[src/i2cm_pkg.sv]
// Shared types and constants for the I2C master byte controller.
// Holds the channel payload structs, the classified command item and command codes.
// No dependencies.
`default_nettype none

package i2cm_pkg;

  localparam int DATA_BITS = 8;
  localparam logic [7:0] MSB_MASK = 8'h80;
  localparam int QUEUE_DEPTH_DEF = 2;

  typedef logic [1:0] cmd_t;
  localparam cmd_t CMD_NONE  = 2'd0;
  localparam cmd_t CMD_WRITE = 2'd1;
  localparam cmd_t CMD_READ  = 2'd2;

  typedef struct packed {
    logic [1:0] func;
    logic       start_req;
    logic       stop_req;
    logic [7:0] tx_byte;
    logic       ack_to_send;
    logic       scl_in;
    logic       sda_in;
  } in_item_t;

  typedef struct packed {
    logic       scl_drive_low;
    logic       sda_drive_low;
    logic       ready_res;
    logic       done_res;
    logic [7:0] rx_byte;
    logic       ack_received;
    logic       arb_lost;
  } out_item_t;

  typedef struct packed {
    cmd_t       cmd;
    logic       start_req;
    logic       stop_req;
    logic [7:0] tx_byte;
    logic       ack_to_send;
    logic       scl_in;
    logic       sda_in;
  } cmd_item_t;

  typedef struct packed {
    logic      valid;
    cmd_item_t item;
  } queue_head_t;

endpackage

`default_nettype wire

[src/i2cm_front.sv]
// Front end: accepts input transactions, decodes the command code and queues them.
// Depends on i2cm_pkg.
`default_nettype none

module i2cm_front import i2cm_pkg::*; #(
  parameter int QueueDepth = QUEUE_DEPTH_DEF
) (
  input  wire logic        clk,
  input  wire logic        rst_n,
  input  wire logic        in_valid,
  output logic             in_ready,
  input  wire in_item_t    in_item,
  output queue_head_t      head,
  input  wire logic        head_pop
);

  localparam int PtrW = (QueueDepth > 1) ? $clog2(QueueDepth) : 1;
  localparam int CntW = $clog2(QueueDepth + 1);

  cmd_item_t           mem_r [QueueDepth];
  logic [PtrW-1:0]     wr_ptr_r, wr_ptr_nxt;
  logic [PtrW-1:0]     rd_ptr_r, rd_ptr_nxt;
  logic [CntW-1:0]     cnt_r, cnt_nxt;
  cmd_item_t           cls;
  logic                push;
  logic                pop;

  always_comb begin
    cls.cmd = CMD_NONE;
    case (in_item.func)
      CMD_WRITE: cls.cmd = CMD_WRITE;
      CMD_READ: cls.cmd = CMD_READ;
      default: cls.cmd = CMD_NONE;
    endcase
    cls.start_req   = in_item.start_req;
    cls.stop_req    = in_item.stop_req;
    cls.tx_byte     = in_item.tx_byte;
    cls.ack_to_send = in_item.ack_to_send;
    cls.scl_in      = in_item.scl_in;
    cls.sda_in      = in_item.sda_in;
  end

  assign in_ready   = (cnt_r != CntW'(QueueDepth));
  assign push       = in_valid && in_ready;
  assign pop        = head_pop && (cnt_r != '0);
  assign head.valid = (cnt_r != '0);
  assign head.item  = mem_r[rd_ptr_r];

  always_comb begin
    wr_ptr_nxt = wr_ptr_r;
    rd_ptr_nxt = rd_ptr_r;
    cnt_nxt    = cnt_r;
    if (push) begin
      wr_ptr_nxt = (wr_ptr_r == PtrW'(QueueDepth - 1)) ? '0 : wr_ptr_r + PtrW'(1);
    end
    if (pop) begin
      rd_ptr_nxt = (rd_ptr_r == PtrW'(QueueDepth - 1)) ? '0 : rd_ptr_r + PtrW'(1);
    end
    if (push && !pop) begin
      cnt_nxt = cnt_r + CntW'(1);
    end else if (pop && !push) begin
      cnt_nxt = cnt_r - CntW'(1);
    end
  end

  always_ff @(posedge clk) begin
    if (!rst_n) begin
      wr_ptr_r <= '0;
      rd_ptr_r <= '0;
      cnt_r    <= '0;
    end else begin
      wr_ptr_r <= wr_ptr_nxt;
      rd_ptr_r <= rd_ptr_nxt;
      cnt_r    <= cnt_nxt;
    end
  end

  always_ff @(posedge clk) begin
    if (push) begin
      mem_r[wr_ptr_r] <= cls;
    end
  end

endmodule

`default_nettype wire

[src/i2cm_engine.sv]
// Back end: the bus sequencer that advances one tick per queued transaction.
// Holds the half-period register and the result register. Depends on i2cm_pkg.
`default_nettype none

module i2cm_engine import i2cm_pkg::*; (
  input  wire logic        clk,
  input  wire logic        rst_n,
  input  wire logic        cfg_valid,
  output logic             cfg_ready,
  input  wire logic [15:0] cfg_data,
  input  wire queue_head_t head,
  output logic             head_pop,
  output logic             out_valid,
  input  wire logic        out_ready,
  output out_item_t        out_item
);

  localparam logic [3:0] PH_IDLE        = 4'd0;
  localparam logic [3:0] PH_START_SETUP = 4'd1;
  localparam logic [3:0] PH_START_WAIT  = 4'd2;
  localparam logic [3:0] PH_START_HOLD  = 4'd3;
  localparam logic [3:0] PH_BIT_SETUP   = 4'd4;
  localparam logic [3:0] PH_BIT_WAIT    = 4'd5;
  localparam logic [3:0] PH_BIT_HOLD    = 4'd6;
  localparam logic [3:0] PH_STOP_SETUP  = 4'd7;
  localparam logic [3:0] PH_STOP_WAIT   = 4'd8;
  localparam logic [3:0] PH_STOP_HOLD   = 4'd9;

  localparam int FL_STOP = 0;
  localparam int FL_READ = 1;
  localparam int FL_ACK  = 2;
  localparam int FL_ARB  = 3;
  localparam int DRV_SCL = 0;
  localparam int DRV_SDA = 1;
  localparam logic [3:0] NBITS = 4'(DATA_BITS);

  logic [15:0] hpt_r;
  logic [3:0]  phase_r, phase_nxt;
  logic [3:0]  bc_r, bc_nxt;
  logic [7:0]  shift_r, shift_nxt;
  logic [15:0] dly_r, dly_nxt;
  logic        bus_r, bus_nxt;
  logic [3:0]  flags_r, flags_nxt;
  logic [1:0]  drv_r, drv_nxt;
  logic [7:0]  rx_r, rx_nxt;
  logic        ack_r, ack_nxt;
  logic        done;
  logic        step;
  logic        out_valid_r;
  out_item_t   out_item_r;

  function automatic logic bit_released(input logic [3:0] fl, input logic [7:0] sh,
                                        input logic [3:0] bc);
    logic rd;
    rd = fl[FL_READ];
    if (bc < NBITS) begin
      bit_released = rd ? 1'b1 : ((sh & MSB_MASK) != 8'h00);
    end else begin
      bit_released = rd ? fl[FL_ACK] : 1'b1;
    end
  endfunction

  assign cfg_ready = 1'b1;
  assign head_pop  = head.valid && (!out_valid_r || out_ready);
  assign step      = head_pop;
  assign out_valid = out_valid_r;
  assign out_item  = out_item_r;

  always_comb begin
    logic dd;
    logic rd;
    logic mw;
    cmd_item_t it;
    it        = head.item;
    rd        = flags_r[FL_READ];
    dd        = (dly_r >= hpt_r);
    phase_nxt = phase_r;
    bc_nxt    = bc_r;
    shift_nxt = shift_r;
    dly_nxt   = dd ? dly_r : dly_r + 16'd1;
    bus_nxt   = bus_r;
    flags_nxt = flags_r;
    drv_nxt   = drv_r;
    rx_nxt    = rx_r;
    ack_nxt   = ack_r;
    done      = 1'b0;
    mw        = rd ? (bc_r >= NBITS) : (bc_r < NBITS);
    case (phase_r)
      PH_START_SETUP: begin
        if (dd) begin
          drv_nxt[DRV_SCL] = 1'b0;
          phase_nxt = PH_START_WAIT;
          dly_nxt = '0;
        end
      end
      PH_START_WAIT: begin
        dly_nxt = dly_r;
        if (it.scl_in) begin
          if (!it.sda_in) begin
            flags_nxt[FL_ARB] = 1'b1;
          end
          drv_nxt[DRV_SDA] = 1'b1;
          phase_nxt = PH_START_HOLD;
          dly_nxt = '0;
        end
      end
      PH_START_HOLD: begin
        if (dd) begin
          drv_nxt[DRV_SCL] = 1'b1;
          bus_nxt = 1'b1;
          phase_nxt = PH_BIT_SETUP;
          dly_nxt = '0;
          drv_nxt[DRV_SDA] = !bit_released(flags_r, shift_r, bc_r);
        end
      end
      PH_BIT_SETUP: begin
        if (dd) begin
          drv_nxt[DRV_SCL] = 1'b0;
          phase_nxt = PH_BIT_WAIT;
          dly_nxt = '0;
        end
      end
      PH_BIT_WAIT: begin
        dly_nxt = dly_r;
        if (it.scl_in) begin
          if (mw) begin
            if (bit_released(flags_r, shift_r, bc_r) && !it.sda_in) begin
              flags_nxt[FL_ARB] = 1'b1;
            end
          end else if (bc_r < NBITS) begin
            shift_nxt = {shift_r[6:0], it.sda_in};
          end else begin
            ack_nxt = it.sda_in;
          end
          phase_nxt = PH_BIT_HOLD;
          dly_nxt = '0;
        end
      end
      PH_BIT_HOLD: begin
        if (dd) begin
          drv_nxt[DRV_SCL] = 1'b1;
          if (!rd && bc_r < NBITS) begin
            shift_nxt = {shift_r[6:0], 1'b0};
          end
          bc_nxt = bc_r + 4'd1;
          if (bc_nxt <= NBITS) begin
            phase_nxt = PH_BIT_SETUP;
            dly_nxt = '0;
            drv_nxt[DRV_SDA] = !bit_released(flags_r, shift_nxt, bc_nxt);
          end else if (flags_r[FL_STOP]) begin
            drv_nxt[DRV_SDA] = 1'b1;
            phase_nxt = PH_STOP_SETUP;
            dly_nxt = '0;
          end else begin
            done = 1'b1;
          end
        end
      end
      PH_STOP_SETUP: begin
        if (dd) begin
          drv_nxt[DRV_SCL] = 1'b0;
          phase_nxt = PH_STOP_WAIT;
          dly_nxt = '0;
        end
      end
      PH_STOP_WAIT: begin
        dly_nxt = dly_r;
        if (it.scl_in) begin
          drv_nxt[DRV_SDA] = 1'b0;
          phase_nxt = PH_STOP_HOLD;
          dly_nxt = '0;
        end
      end
      PH_STOP_HOLD: begin
        if (dly_r == 16'd0 && !it.sda_in) begin
          flags_nxt[FL_ARB] = 1'b1;
        end
        if (dd) begin
          bus_nxt = 1'b0;
          done = 1'b1;
        end
      end
      default: begin
        phase_nxt = PH_IDLE;
        dly_nxt = dly_r;
        if (it.cmd == CMD_WRITE || it.cmd == CMD_READ) begin
          flags_nxt = '0;
          flags_nxt[FL_STOP] = it.stop_req;
          flags_nxt[FL_READ] = (it.cmd == CMD_READ);
          flags_nxt[FL_ACK]  = it.ack_to_send;
          shift_nxt = (it.cmd == CMD_WRITE) ? it.tx_byte : 8'h00;
          bc_nxt = '0;
          dly_nxt = '0;
          if (it.start_req) begin
            drv_nxt[DRV_SDA] = 1'b0;
            if (bus_r) begin
              phase_nxt = PH_START_SETUP;
            end else begin
              drv_nxt[DRV_SCL] = 1'b0;
              phase_nxt = PH_START_WAIT;
            end
          end else begin
            phase_nxt = PH_BIT_SETUP;
            drv_nxt[DRV_SDA] = !bit_released(flags_nxt, shift_nxt, bc_nxt);
          end
        end
      end
    endcase
    if (done) begin
      if (rd) begin
        rx_nxt = shift_nxt;
      end
      phase_nxt = PH_IDLE;
      dly_nxt = '0;
    end
  end

  always_ff @(posedge clk) begin
    if (!rst_n) begin
      hpt_r       <= '0;
      phase_r     <= PH_IDLE;
      bc_r        <= '0;
      shift_r     <= '0;
      dly_r       <= '0;
      bus_r       <= 1'b0;
      flags_r     <= '0;
      drv_r       <= '0;
      rx_r        <= '0;
      ack_r       <= 1'b0;
      out_valid_r <= 1'b0;
    end else begin
      if (cfg_valid) begin
        hpt_r <= cfg_data;
      end
      if (step) begin
        phase_r <= phase_nxt;
        bc_r    <= bc_nxt;
        shift_r <= shift_nxt;
        dly_r   <= dly_nxt;
        bus_r   <= bus_nxt;
        flags_r <= flags_nxt;
        drv_r   <= drv_nxt;
        rx_r    <= rx_nxt;
        ack_r   <= ack_nxt;
      end
      if (step) begin
        out_valid_r <= 1'b1;
      end else if (out_ready) begin
        out_valid_r <= 1'b0;
      end
    end
  end

  always_ff @(posedge clk) begin
    if (step) begin
      out_item_r.scl_drive_low <= drv_nxt[DRV_SCL];
      out_item_r.sda_drive_low <= drv_nxt[DRV_SDA];
      out_item_r.ready_res     <= (phase_nxt == PH_IDLE);
      out_item_r.done_res      <= done;
      out_item_r.rx_byte       <= rx_nxt;
      out_item_r.ack_received  <= ack_nxt;
      out_item_r.arb_lost      <= flags_nxt[FL_ARB];
    end
  end

endmodule

`default_nettype wire

[src/i2c_master_byte_controller.sv]
// I2C master byte controller: one bus tick per input transaction, one result per tick.
// Each input transaction carries the command fields and the sampled SCL and SDA levels.
// The front end decodes and queues transactions; the engine runs the bus sequencer.
// The configuration channel writes the half-period tick count and is always ready;
// write it only while no transaction is in flight (the block does not enforce this).
// Every accepted input transaction yields exactly one result transaction, in order.
// With the queue empty, an accepted input is queued and then stepped into the result
// register; throughput is one transaction per cycle while the receiver takes results.
// Reset puts the sequencer in idle with both lines released and the half period at zero.
// When the receiver stalls, the result register holds and the queue fills; once the
// queue is full, in_ready falls until results are taken again.
// Depends on i2cm_pkg, i2cm_front and i2cm_engine.
`default_nettype none

module i2c_master_byte_controller import i2cm_pkg::*; #(
  parameter int QueueDepth = QUEUE_DEPTH_DEF
) (
  input  wire logic        clk,
  input  wire logic        rst_n,
  input  wire logic        in_valid,
  output logic             in_ready,
  input  wire in_item_t    in_item,
  output logic             out_valid,
  input  wire logic        out_ready,
  output out_item_t        out_item,
  input  wire logic        cfg_valid,
  output logic             cfg_ready,
  input  wire logic [15:0] cfg_data
);

  queue_head_t head;
  logic        head_pop;

  i2cm_front #(
    .QueueDepth(QueueDepth)
  ) u_front (
    .clk      (clk),
    .rst_n    (rst_n),
    .in_valid (in_valid),
    .in_ready (in_ready),
    .in_item  (in_item),
    .head     (head),
    .head_pop (head_pop)
  );

  i2cm_engine u_engine (
    .clk       (clk),
    .rst_n     (rst_n),
    .cfg_valid (cfg_valid),
    .cfg_ready (cfg_ready),
    .cfg_data  (cfg_data),
    .head      (head),
    .head_pop  (head_pop),
    .out_valid (out_valid),
    .out_ready (out_ready),
    .out_item  (out_item)
  );

endmodule

`default_nettype wire

[config.mk]
export PLATFORM = sky130hd
export DESIGN_NAME = i2c_master_byte_controller
export DESIGN_NICKNAME = d
export VERILOG_FILES = /design/src/i2cm_pkg.sv /design/src/i2cm_front.sv /design/src/i2cm_engine.sv /design/src/i2c_master_byte_controller.sv
export SDC_FILE = /design/constraint.sdc
export NUM_CORES = 1
export LEC_CHECK = 0
export ABC_AREA = 1
export BUFFER_PORTS_ARGS = -buffer_cell sky130_fd_sc_hd__buf_2
export CAP_MARGIN = 25
export CELL_PAD_IN_SITES_DETAIL_PLACEMENT = 1
export CELL_PAD_IN_SITES_GLOBAL_PLACEMENT = 1
export CORE_MARGIN = 2
export CORE_UTILIZATION = 41
export CTS_BUF_LIST = sky130_fd_sc_hd__clkbuf_2
export DETAILED_ROUTE_END_ITERATION = 12
export HOLD_SLACK_MARGIN = 0.06
export PLACE_DENSITY_LB_ADDON = 0.1
export SYNTH_ARGS = -nofsm -noshare
export SYNTH_HDL_FRONTEND = slang
export SYNTH_SLANG_ARGS = --single-unit
[constraint.sdc]
create_clock -name clk -period 2.6 [get_ports clk]
set_input_delay 0.52 -clock clk [delete_from_list [all_inputs] [get_ports clk]]
set_output_delay 0.52 -clock clk [all_outputs]
set_load 0.02 [all_outputs]
* Word-level counts from Yosys, hierarchy flattened
Memories as Yosys holds them, arrays and structs flattened. A register that Yosys moved wholly into a read port is not among the register bits. Index checks and enable logic that the tools add are counted.
Word-level totals: bits in registers 83, bits in latches 0, memory bits (writable) 30, memory bits (read-only) 0, output and inout bits 17, memories 1
Memory list:
- u_front.mem_r | words 2, bits a word 15, read ports 1, clocked after memory_dff 1, write ports 1, line i2cm_front.sv:20 | cmd_item_t mem_r [QueueDepth];
Operators by class: add/sub/neg operators 6, $mul 0, divide/modulo/power cells 0, order comparisons 5, eq/ne operators 18, shift operators 0, multiplexer cells 99, bitwise logic cells 2, reduce and logical (&&, ||, !) cells 39
Operators by type and width (count):
- two-way mux 16 bit | 8
- two-way mux 8 bit | 9
- two-way mux 4 bit | 16
- one-hot mux 16 bit (4 select lines) | 1
- two-way mux 1 bit | 50
- one-hot mux 4 bit (9 select lines) | 1
- one-hot mux 8 bit (3 select lines) | 1
- adder 16 x 1 -> 16 bit (second input constant) | 1
- == test 4 x 3 -> 1 bit (second input constant) | 4
- greater-or-equal comparator 16 bit | 1
- zero test 16 bit | 1
- two-way mux 2 bit | 6
- nonzero test 2 bit | 5
- OR reduction 9 bit | 1
- == test 4 x 2 -> 1 bit (second input constant) | 2
- == test 4 bit (second input constant) | 2
- logical AND 1 bit | 8
- zero test 1 bit | 8
- less-than comparator 4 bit (second input constant) | 2
- one-hot mux 1 bit (4 select lines) | 2
- one-hot mux 4 bit (2 select lines) | 1
- AND reduction 4 bit | 2
- OR reduction 4 bit | 2
- OR reduction 8 bit | 1
- other kinds (24) | 34

* Logic depth before layout (Yosys ltp)
depth in word-level cells 12, mapped depth 19, depth with buffers taken out 19

* Hierarchy
From an unflattened synthesis, not the netlist that was laid out.
Unflattened totals: cell total of the unflattened synthesis 892, area, all modules 6747.7 um2
Modules (own cells, without submodules):
- i2cm_engine | times used 1, cells an instance 804, area an instance 5353.9 um2, sequential area each 1721.7 um2
- i2cm_front | times used 1, cells an instance 88, area an instance 1393.8 um2, sequential area each 1001.0 um2

* Least setup slack after synthesis
OpenSTA, ideal clock, no wires.
path kind register -> register, start reg (tool-made name), end reg u_engine.out_item_r (netlist bit u_engine.out_item[13]), data pin, arrival 2408 ps, required time 2350 ps, path slack -58 ps, stages on the path, launching flop included 15, clock period less this slack 2658 ps, cell sequence dfxtp_1 -> inv_1 -> clkbuf_1 -> or2_2 -> o21ai_0 -> inv_1 -> ha_1 -> clkbuf_1 -> inv_1 -> clkbuf_1 -> nand3_1 -> a21oi_1 -> o21bai_1 -> a21o_1 -> inv_1
RTL lines:
- to (decl) | line i2cm_engine.sv:50 | out_item_t out_item_r;

* Final worst setup path
start reg u_engine.dly_r[3], end reg u_engine.dly_r[0]
Between the ends: word-level cells in the longest chain between the ends 7, elaborated cells between the ends (all ways) 14, classes of those cells 1 x order compare; 1 x eq/ne; 10 x mux; 2 x reduce/logical
Ends and longest elaborated chain:
- from (decl) | line i2cm_engine.sv:41 | logic [15:0] dly_r, dly_nxt;
- from (signal assigned) | line i2cm_engine.sv:239 | dly_r <= dly_nxt;
- greater-or-equal comparator 16 bit * | line i2cm_engine.sv:76 | dd = (dly_r >= hpt_r);
- two-way mux 16 bit | line i2cm_engine.sv:80 | dly_nxt = dd ? dly_r : dly_r + 16'd1;
- two-way mux 16 bit | line i2cm_engine.sv:150 | end else if (flags_r[FL_STOP]) begin
- two-way mux 16 bit | line i2cm_engine.sv:146 | if (bc_nxt <= NBITS) begin
- two-way mux 16 bit | line i2cm_engine.sv:140 | if (dd) begin
- one-hot mux 16 bit (4 select lines) | line i2cm_engine.sv:88 | case (phase_r)
- two-way mux 16 bit | line i2cm_engine.sv:209 | if (done) begin
Every way passes the cells marked *; elsewhere a longest branch is shown, timed or not. A chain may end at the register's enable or synchronous reset.

==> impl_results.md <==
- Status: finished, final reports clean
- Fin util: 49.6%
- Hold_ws: approximately 150 ps
- # rows: 45
- Pin count of the biggest net entering global routing: between 40 and 50
- YS warnings: 0
- Number of clock sinks: roughly 110
- CTS Buf Count: 17
- Sequential share of the synthesized area: 42.6%
- Hold Vio Cnt, Final: 0
- Sequential share of power: around a third
- Residual DRC: 0
- Synth unique cells: between 40 and 50
- Core footprint: around 0.015 mm²
- H-tree Lvls: 4
- CP peak stage delay: around 400 ps
- Area contributors post-synth: dfxtp_1 (22%), edfxtp_1 (21%), nand2_1 (9.4%)
- Max Slew Vio Count: 0
- Critical Path Start Type: flop
- Reg-to-Reg End: u_engine.dly_r[0]$_SDFFE_PN0P_
- Worst skew pair latency: roughly 700 ps
- Fin crit share: between 90 and 100%
- Crit-path cells: ha_1 -> nand2_1 -> nor2_1 -> nor2_1 -> nand2_1 -> nand2_1 -> nand2_1 -> nand2_2 -> nand2_4 -> inv_2 -> ha_1 -> inv_1 -> a22oi_1 -> o21ai_1 -> o21bai_1 -> a21oi_1
- Grt ovf: 0
- Post-synth top flop: dfxtp_1
- Pre-CTS setup slack: approximately 150 ps
- Critical Path End Type: flop
- R2R cell count: 16
- 1st-iter DRT viols: between 300 and 400
- Setup slack, reg-to-reg: around 190 ps
- Nets: 1011
- Unrepaired setup endpoints after global routing: yes
- Worst path required time: 3210 ps
- Antenna-violating nets left: 0
- Initial Utilization: a little over two fifths
- Net Sw Frac: 45.4%
- Worst-path clk slew: roughly 170 ps
- Worst-margin pin slew: roughly 800 ps
- WL per Instance: ~17 µm
- Max VDD drop: just under 0.0005 V
- Gate Count Post-Synth: roughly 860
- Max_cap viols: 0
- DIE HEIGHT: about 130 µm
- Worst hold path type: in2reg
- DR vias/cell: 5.33
- I/O Buffers: 51
- Dpl hpwl: between 10 and 15 mm
- CP dominant cell by count: nand2_1
- # setup viols final: 0
- Mapped cell area: between 0.006 and 0.007 mm²
- Setup ws final: approximately 190 ps
- Setup_tns: 0 ps
- Slew HR: 48.0%
- Net Count, Synth: approximately 920
- Fin crit period: 2410 ps
- Fraction of layout cells with a size suffix above 1: between 15 and 20%
- Root Buffer: clkbuf_2
- Via count: approximately 6100
- GRT Total Usage: 24.4%
- GPL Wtd Cong: 0.955
- Critical Path End: u_engine.dly_r[0]$_SDFFE_PN0P_
- FF+latch count, synth: about 110
- WL final: roughly 19 mm
- Drt pass-1 iters: 5
- Vias in the first global route: 6481
- WP data arrival: 3020 ps
- Post-synth ARST share: 0%
- CTS tree: done
- Worst Skew: roughly 25 ps
- Worst Path Max Fanout: 8
- Initial antenna violation count: 1
- CP max stage cell: dfxtp_1
- Worst setup path startpoint: u_engine.dly_r[3]$_SDFFE_PN0P_
- IO Pins: 53
- LEAKAGE: about 3.4 nW
- Fmax: between 400 and 500 MHz
- Avg Cell Area, Syn: between 7 and 8 µm²
- Critical Setup Path Class: reg2reg
- Area Overhead vs Synth: 17.8%
- Psw: approximately 0.0034 W
- Area fraction of the dominant cell type after synthesis: between 20% and 30%
- PwrDens: 1010 mW/mm²
- Logic gate share of total power: 48.2%
- Post-synth top area cell: dfxtp_1
- Post-synth EDFFs: between 40 and 50
- Internal: between 0.004 and 0.005 W
- Die area: between 0.015 and 0.02 mm²
- R2R Path Start: u_engine.dly_r[3]$_SDFFE_PN0P_
- Part of the power in the clock network: between 10% and 20%
- Overall power: ~0.0076 W
- Clk buf depth: 2
- First-pass GRT wire length: approximately 32 mm
- Die extent in x: approximately 130 µm
-- routing by layer --
metal / vias up / share of wire [%] / wire length (µm) / global-route usage (%)
met5: - / 0 / 0 / 0
met4: 0 / 1.8 / 344 / 8.50
met3: 32 / 2.5 / 471 / 4.07
met2: 82 / 51 / 9770 / 43.5
met1: 2998 / 45 / 8500 / 29.7
li1: 3029 / - / - / -
-- power by group through the flow --
stage	clock network (W)	registers, W	logic [W]
floorplan	0	0.00271	0.00240
finish	0.00134	0.00259	0.00365
CTS	0.00137	0.00259	0.00361
global route	0.00144	0.00264	0.00410
global placement	0	0.00261	0.00344
detailed placement	0	0.00263	0.00355
-- worst min-delay path by stage --
stage	startpoint	end	cells after the start
finish	cfg_data[7]	u_engine.hpt_r[7]$_SDFFE_PN0P_	3
global route	cfg_data[7]	u_engine.hpt_r[7]$_SDFFE_PN0P_	3
CTS	cfg_data[7]	u_engine.hpt_r[7]$_SDFFE_PN0P_	3
detailed placement	u_front.rd_ptr_r$_SDFFE_PN0P_	u_front.rd_ptr_r$_SDFFE_PN0P_	1
global placement	u_front.rd_ptr_r$_SDFFE_PN0P_	u_front.rd_ptr_r$_SDFFE_PN0P_	1
floorplan	u_front.rd_ptr_r$_SDFFE_PN0P_	flop	1
-- flip-flops by register name, indices dropped and copies added (netlist names), 4 cells and up, named ones only --
| signal | cells |
|---|---|
| u_engine.out_item | 14 |
| u_engine.hpt_r | 16 |
| u_engine.flags_r | 4 |
| u_front.mem_r | 30 |
| u_engine.shift_r | 8 |
| u_engine.bc_r | 4 |
| u_engine.rx_r | 8 |
| u_engine.phase_r | 4 |
| u_engine.dly_r | 16 |
-- placed cells by master (no fill, tap or decap), drive strengths merged --
cell type	synthesis	layout
nor4	5	5
o21ai	99	99
o22ai	3	3
nand2	168	168
edfxtp	44	44
o21a	4	4
dfxtp	70	70
nor3b	1	1
xor2	10	10
or2	3	3
nor3	16	16
mux2i	1	1
and3	1	1
bufinv	0	4
nor2	100	100
buf	12	74
a21o	1	1
conb	1	1
ha	24	24
dlygate4sd3	0	32
o21bai	3	3
clkbuf	17	20
clkinvlp	0	3
nand4	8	8
diode	0	1
a21oi	77	77
inv	114	114
clkinv	1	6
nand3	61	61
o221ai	4	4
o211ai	1	1
a31oi	2	2
a22oi	4	4
-- cell type report --
class / count / area (µm²)
Sequential cell: 114 / 2730
Inverter: 115 / 434
Clock buffer: 20 / 100
Tap cell: 188 / 235
Timing Repair Buffer: 106 / 748
Clock inverter: 12 / 165
Fill cell: 1933 / 7670
Multi-Input combinational cell: 597 / 3120
Antenna cell: 1 / 2.50
-- cells by family (layout without fill, tap and decap cells) --
logic type / count (synthesis) / after routing / share of synthesized area (%)
simple gates: 363 / 363 / 25.4
mux: 1 / 1 / 0.156
flops: 114 / 114 / 42.6
compound gates: 198 / 198 / 16.7
fa+ha+maj: 24 / 24 / 4.69
xor+xnor: 10 / 10 / 1.37
buf+inv: 144 / 253 / 9.06
other cells: 1 / 2 / 0.0586
-- cells in the mapped netlist (3+ instances only) --
cell type and instances:
nand2_1 160, inv_1 100, o21ai_0 93, nor2_1 90, a21oi_1 74, dfxtp_1 70
nand3_1 57, edfxtp_1 44, ha_1 24, clkbuf_1 17, nor3_1 14, inv_2 13
xor2_1 10, nand4_1 8, nand2_2 7, nor2_2 6, buf_2 5, nor4_1 5
a22oi_1 4, nand3_2 4, o21a_1 4, o21ai_1 4, o221ai_1 4, buf_6 3
o21bai_1 3, o22ai_1 3, or2_2 3
-- critical path: cells and delay by family (launching register included) --
family,cells,cell delay (ps)
AOI/OAI and AO/OA,4,490
adders and majority gates,2,640
buffers and inverters,2,140
DFF,1,400
and+or+nand+nor,8,650
-- through the flow --
stage / instances / instance area, µm²
after floorplan: 855 / 6400
after global placement: 1087 / 6920
after detailed placement: 1087 / 6920
after CTS: 1151 / 7500
after global routing: 1153 / 7530
final: 1153 / 7530
-- what timing repair did --
action                     4_1_cts  5_1_grt
setup endpoints to repair        0       22
resized for setup                0        7
hold buffers                    32        0
setup buffers                    0        1
hold endpoints to repair        45        0
Power figures use the tool's default switching activity.
